`config.mk`:
```
export PLATFORM = sky130hd
export DESIGN_NAME = sscnt_front
export DESIGN_NICKNAME = d
export VERILOG_FILES = /design/src/hw/rtl/sscnt_pkg.sv /design/src/hw/rtl/sscnt_front.sv
export SDC_FILE = /design/constraint.sdc
export NUM_CORES = 1
export LEC_CHECK = 0
export BUFFER_PORTS_ARGS = -buffer_cell sky130_fd_sc_hd__buf_2
export CAP_MARGIN = 20
export CORE_MARGIN = 2
export CORE_UTILIZATION = 43
export CTS_CLUSTER_DIAMETER = 200
export DETAILED_ROUTE_END_ITERATION = 7
export PLACE_DENSITY = 0.73
export RECOVER_POWER = 50
export SETUP_SLACK_MARGIN = 0.15
export SLEW_MARGIN = 20
export SYNTH_ARGS = -nofsm -noshare
export SYNTH_HDL_FRONTEND = slang
export SYNTH_SLANG_ARGS = --single-unit
```
`constraint.sdc`:
```
create_clock -name clk -period 6.15 [get_ports clk]
set_input_delay 1.23 -clock clk [delete_from_list [all_inputs] [get_ports clk]]
set_output_delay 1.23 -clock clk [all_outputs]
set_load 0.02 [all_outputs]
```
`src/hw/rtl/sscnt_pkg.sv`:
```
package sscnt_pkg;

    localparam int TABLE_DEPTH = 256;
    localparam int COUNT_WIDTH = 16;
    localparam int IDX_W = $clog2(TABLE_DEPTH);
    localparam int USED_W = $clog2(TABLE_DEPTH + 1);

    localparam logic [15:0] ETH_IPV4 = 16'h0800;
    localparam logic [15:0] ETH_ARP = 16'h0806;
    localparam logic [7:0] PROTO_TCP = 8'd6;
    localparam logic [15:0] ARP_REPLY = 16'd2;

    typedef enum logic [2:0] {
        OUT_IGNORED = 3'd0,
        OUT_HIT = 3'd1,
        OUT_INSERT = 3'd2,
        OUT_FULL = 3'd3,
        OUT_ARP = 3'd4
    } outcome_t;

    typedef enum logic [1:0] {
        KIND_NONE = 2'd0,
        KIND_SYN = 2'd1,
        KIND_ARP = 2'd2
    } kind_t;

    typedef struct packed {
        kind_t kind;
        logic [31:0] addr;
    } work_t;

    localparam int QUEUE_DEPTH = 2;

endpackage

```
`src/hw/rtl/sscnt_front.sv`:
```
module sscnt_front (
    input  logic clk,
    input  logic rst_n,
    input  logic start,
    output logic busy,
    input  logic [15:0] frame_type,
    input  logic [7:0] ip_protocol,
    input  logic [31:0] source_address,
    input  logic syn_flag,
    input  logic ack_flag,
    input  logic [15:0] arp_opcode,
    output logic q_valid,
    output sscnt_pkg::work_t q_data,
    input  logic q_pop
);
    import sscnt_pkg::*;

    // two-entry queue between classify and table walk
    work_t q_mem [QUEUE_DEPTH];
    logic rd_ptr_reg, rd_ptr_next;
    logic wr_ptr_reg, wr_ptr_next;
    logic [1:0] cnt_reg, cnt_next;
    logic push;
    work_t cls;

    always_comb
    begin
        cls.addr = source_address;
        if (frame_type == ETH_IPV4 && ip_protocol == PROTO_TCP && syn_flag && !ack_flag)
            cls.kind = KIND_SYN;
        else if (frame_type == ETH_ARP && arp_opcode == ARP_REPLY)
            cls.kind = KIND_ARP;
        else
            cls.kind = KIND_NONE;
    end

    assign busy = (cnt_reg == 2'(QUEUE_DEPTH));
    assign push = start && !busy;
    assign q_valid = (cnt_reg != 2'd0);
    assign q_data = q_mem[rd_ptr_reg];

    always_comb
    begin
        wr_ptr_next = push ? ~wr_ptr_reg : wr_ptr_reg;
        rd_ptr_next = q_pop ? ~rd_ptr_reg : rd_ptr_reg;
        cnt_next = cnt_reg + 2'(push) - 2'(q_pop);
    end

    always_ff @(posedge clk)
    begin
        if (push)
            q_mem[wr_ptr_reg] <= cls;
    end

    always_ff @(posedge clk or negedge rst_n)
    begin
        if (!rst_n)
        begin
            rd_ptr_reg <= 1'b0;
            wr_ptr_reg <= 1'b0;
            cnt_reg <= 2'd0;
        end
        else
        begin
            rd_ptr_reg <= rd_ptr_next;
            wr_ptr_reg <= wr_ptr_next;
            cnt_reg <= cnt_next;
        end
    end

endmodule

```
==> results by group <==
Synthesis
  – Top cell type's share of synthesized area: 73.2%
  – Yosys cell types: 22
  – Synthesized area per cell: 19.9 um^2
  – Top cell type by total area after synthesis: edfxtp_1
  – Syn nets: 220
  – Post-synthesis sequential area ratio: between 70% and 80%
  – Synth Warn #: 0
  – Cells after synthesis: 140
  – Main synth FF type: edfxtp_1
  – Top post-synthesis cells by count: edfxtp_1 (68), mux2_2 (34), dfrtp_1 (4), nor2_1 (4), nor4b_1 (4)
  – EDFF count, synth: slightly below 70
  – Most frequent cell after synthesis: edfxtp_1
  – Share of synthesized registers carrying an async set or reset: 5.56%
  – Mapped Area: approximately 0.0028 mm^2
  – #FFs+latches synth: between 70 and 80
  – Top area cells in the synthesized netlist: edfxtp_1 (73%), mux2_2 (14%), dfrtp_1 (3.6%)

Place
  – Post-DP HPWL: between 3 and 4 mm
  – Post-DP Area: between 0.003 and 0.004 mm^2
  – Placed insts: 327
  – Input/output buffers: roughly 110
  – GPL Wtd Cong: between 0.7 and 0.8

STA
  – Fmax: 347 MHz
  – Final Hold Viols: 0
  – RSZ-0062 raised after global routing: false
  – Clock skew: approximately 0.0091 ns
  – Period Utilization, post-route: 46.8%
  – Min cycle time layout: between 2 and 3 ns
  – Final setup violation count: 0
  – Max-slew violations: 35
  – Worst Max-Slew Pin Slew: roughly 1.6 ns
  – Final TNS setup: 0 ns
  – Slew headroom: -5.45%

Global route
  – Met3 Use GR: between 4 and 5%
  – Global-route wire length before repair: about 8 mm
  – All-Layer GR Usage: between 10% and 20%
  – Vias in the first global route: around 1,700
  – Largest net degree at the start of global routing: 36
  – Met2 usage: roughly a quarter
  – GRT Max-Usage Layer: met2
  – Antenna violations before repair: 0
  – Grt met1 use: 18.0%
  – GRT overflow: 0

Routing
  – Via count: 1,666
  – DRT Pass-1 Iters: 2
  – Via density: 4.86
  – Routed len/inst: about 15 um
  – DRC violations left: 0
  – Number of DRC markers in iteration 0: 59
  – Total routed wirelength: 5.14 mm
  – Routed Antenna Nets: 0

Clocking
  – CTS max path bufs: 2
  – Post-CTS Resized: 0
  – Clock transition at path regs: about 0.08 ns
  – Setup bufs post-CTS: 0
  – TritonCTS clock tree: yes
  – CTS Buf Count: 9
  – Clk sinks: just over 70
  – H-tree depth: 3
  – Cts-stage hold buffer count: 0
  – Skew-Pair Late Insertion Delay: approximately 0.33 ns
  – Root buffer cell: clkbuf_8

Worst hold path
  – Min-Delay Path Class: register to register
  – Hold Crit Start: cnt_reg[0]

Floorplan
  – Vert. Die Dim: around 85 um
  – Initial core utilization: 44.2%
  – IO Pins: approximately 110
  – DIE WIDTH: 84.5 um
  – # rows: 29
  – Die Area: between 0.007 and 0.008 mm^2
  – CORE AREA: between 0.006 and 0.007 mm^2

Critical path
  – Crit path required time: about 4.9 ns
  – Worst EP arrival: about 1.7 ns
  – Setup crit start kind: register
  – CP Capture Type: output pin
  – Crit path kind: register to output pin
  – Critical-path maximum fanout: 35
  – Critical path launch point: rd_ptr_reg
  – R2r startpoint: cnt_reg[1]

Status
  – Failing checks: capacitance limit, slew limit
  – Status: finished, violations left

Cells and area
  – Share of layout cells above drive strength 1: 54.9%
  – Nets@finish: around 340
  – Max FFs per register: between 60 and 70
  – ANT cells: 0
  – Post-layout util: 56.9%
  – Post-Layout Cell Count: roughly 340
  – Finished layout cell area: approximately 0.0036 mm^2
  – Area Growth Syn to Fin: 28.8%

Pwr
  – Power Density: approximately 450 mW/mm^2
  – Leak: 1.36 nW
  – VDD IR max: between 0.4 and 0.5 mV

Run
  – # Max-Cap Violations: 1
worst paths after layout:
| kind | end | slack (ns) | cells after the start |
|---|---|---|---|
| setup / recovery | q_data[20] | 3.27 | 3 |
| hold / removal | cnt_reg[0] | 0.52 | 1 |
| setup reg to reg | q_mem[1][10] | 3.95 | 2 |
| hold reg to reg | cnt_reg[0] | 0.52 | 1 |
| max in group asynchronous | cnt_reg[0] | 5.23 | 1 |
| min in group asynchronous | wr_ptr_reg | 0.72 | 1 |
layout make-up:
| cell class | count | area, um^2 |
|---|---|---|
| repair buffers | 114 | 547 |
| fillers | 521 | 2720 |
| flip-flops and latches | 72 | 2140 |
| well taps | 77 | 96.3 |
| clock buffers | 10 | 128 |
| clock inverters | 6 | 70.1 |
| multi-input cells | 62 | 601 |
| inverters | 2 | 7.51 |
placed cells by master, fill, tap and decap left out, drive strengths merged:
cell type   n
nor2        4
nand4       2
clkinv      2
bufinv      1
nand3       1
inv         2
nand2       1
or4         1
nor3        1
nor4b       5
dfrtp       4
clkinvlp    3
mux2       34
nand2b      1
nor4bb      1
edfxtp     68
and3        1
xor2        1
clkbuf     31
buf        93
xnor2       3
nor4        3
ha          2
or2         1
routing by layer:
metal	part of all wire, %	up-vias	wire length, um
li1	-	794	-
met4	0.99	0	51
met5	0	-	0
met3	7.8	4	401
met2	51	91	2630
met1	40	777	2060
critical path: stages (launching register included):
cell     delay, ns
dfrtp_1       0.32
buf_4         0.41
mux2_2        0.41
buf_2         0.16
metrics by stage:
stage                     setup slack, ns  total power, mW  hold slack, ns
after detailed placement             3.47             1.28           0.509
after global placement               3.52             1.27           0.498
after global routing                 3.18             1.71           0.587
after floorplan                      2.96             1.12           0.460
final                                3.27             1.62           0.518
after CTS                            3.23             1.64           0.525
report_power, final:
part           switching (mW)  total (mW)  internal (mW)
registers              0.0283       0.704          0.675
clock network           0.170       0.358          0.189
logic                   0.335       0.556          0.221
total                   0.533        1.62           1.08
logic make-up (layout without fill, tap and decap cells):
family	after synthesis	count (layout)	share of synthesized area, %
DFF	72	72	76.8
xor gates and xnor gates	4	4	1.26
buffers and inverters	6	132	1.75
adders and majority gates	2	2	0.897
muxes	34	34	13.7
and+or+nand+nor	22	22	5.56
(Power assumes the default switching activity.)
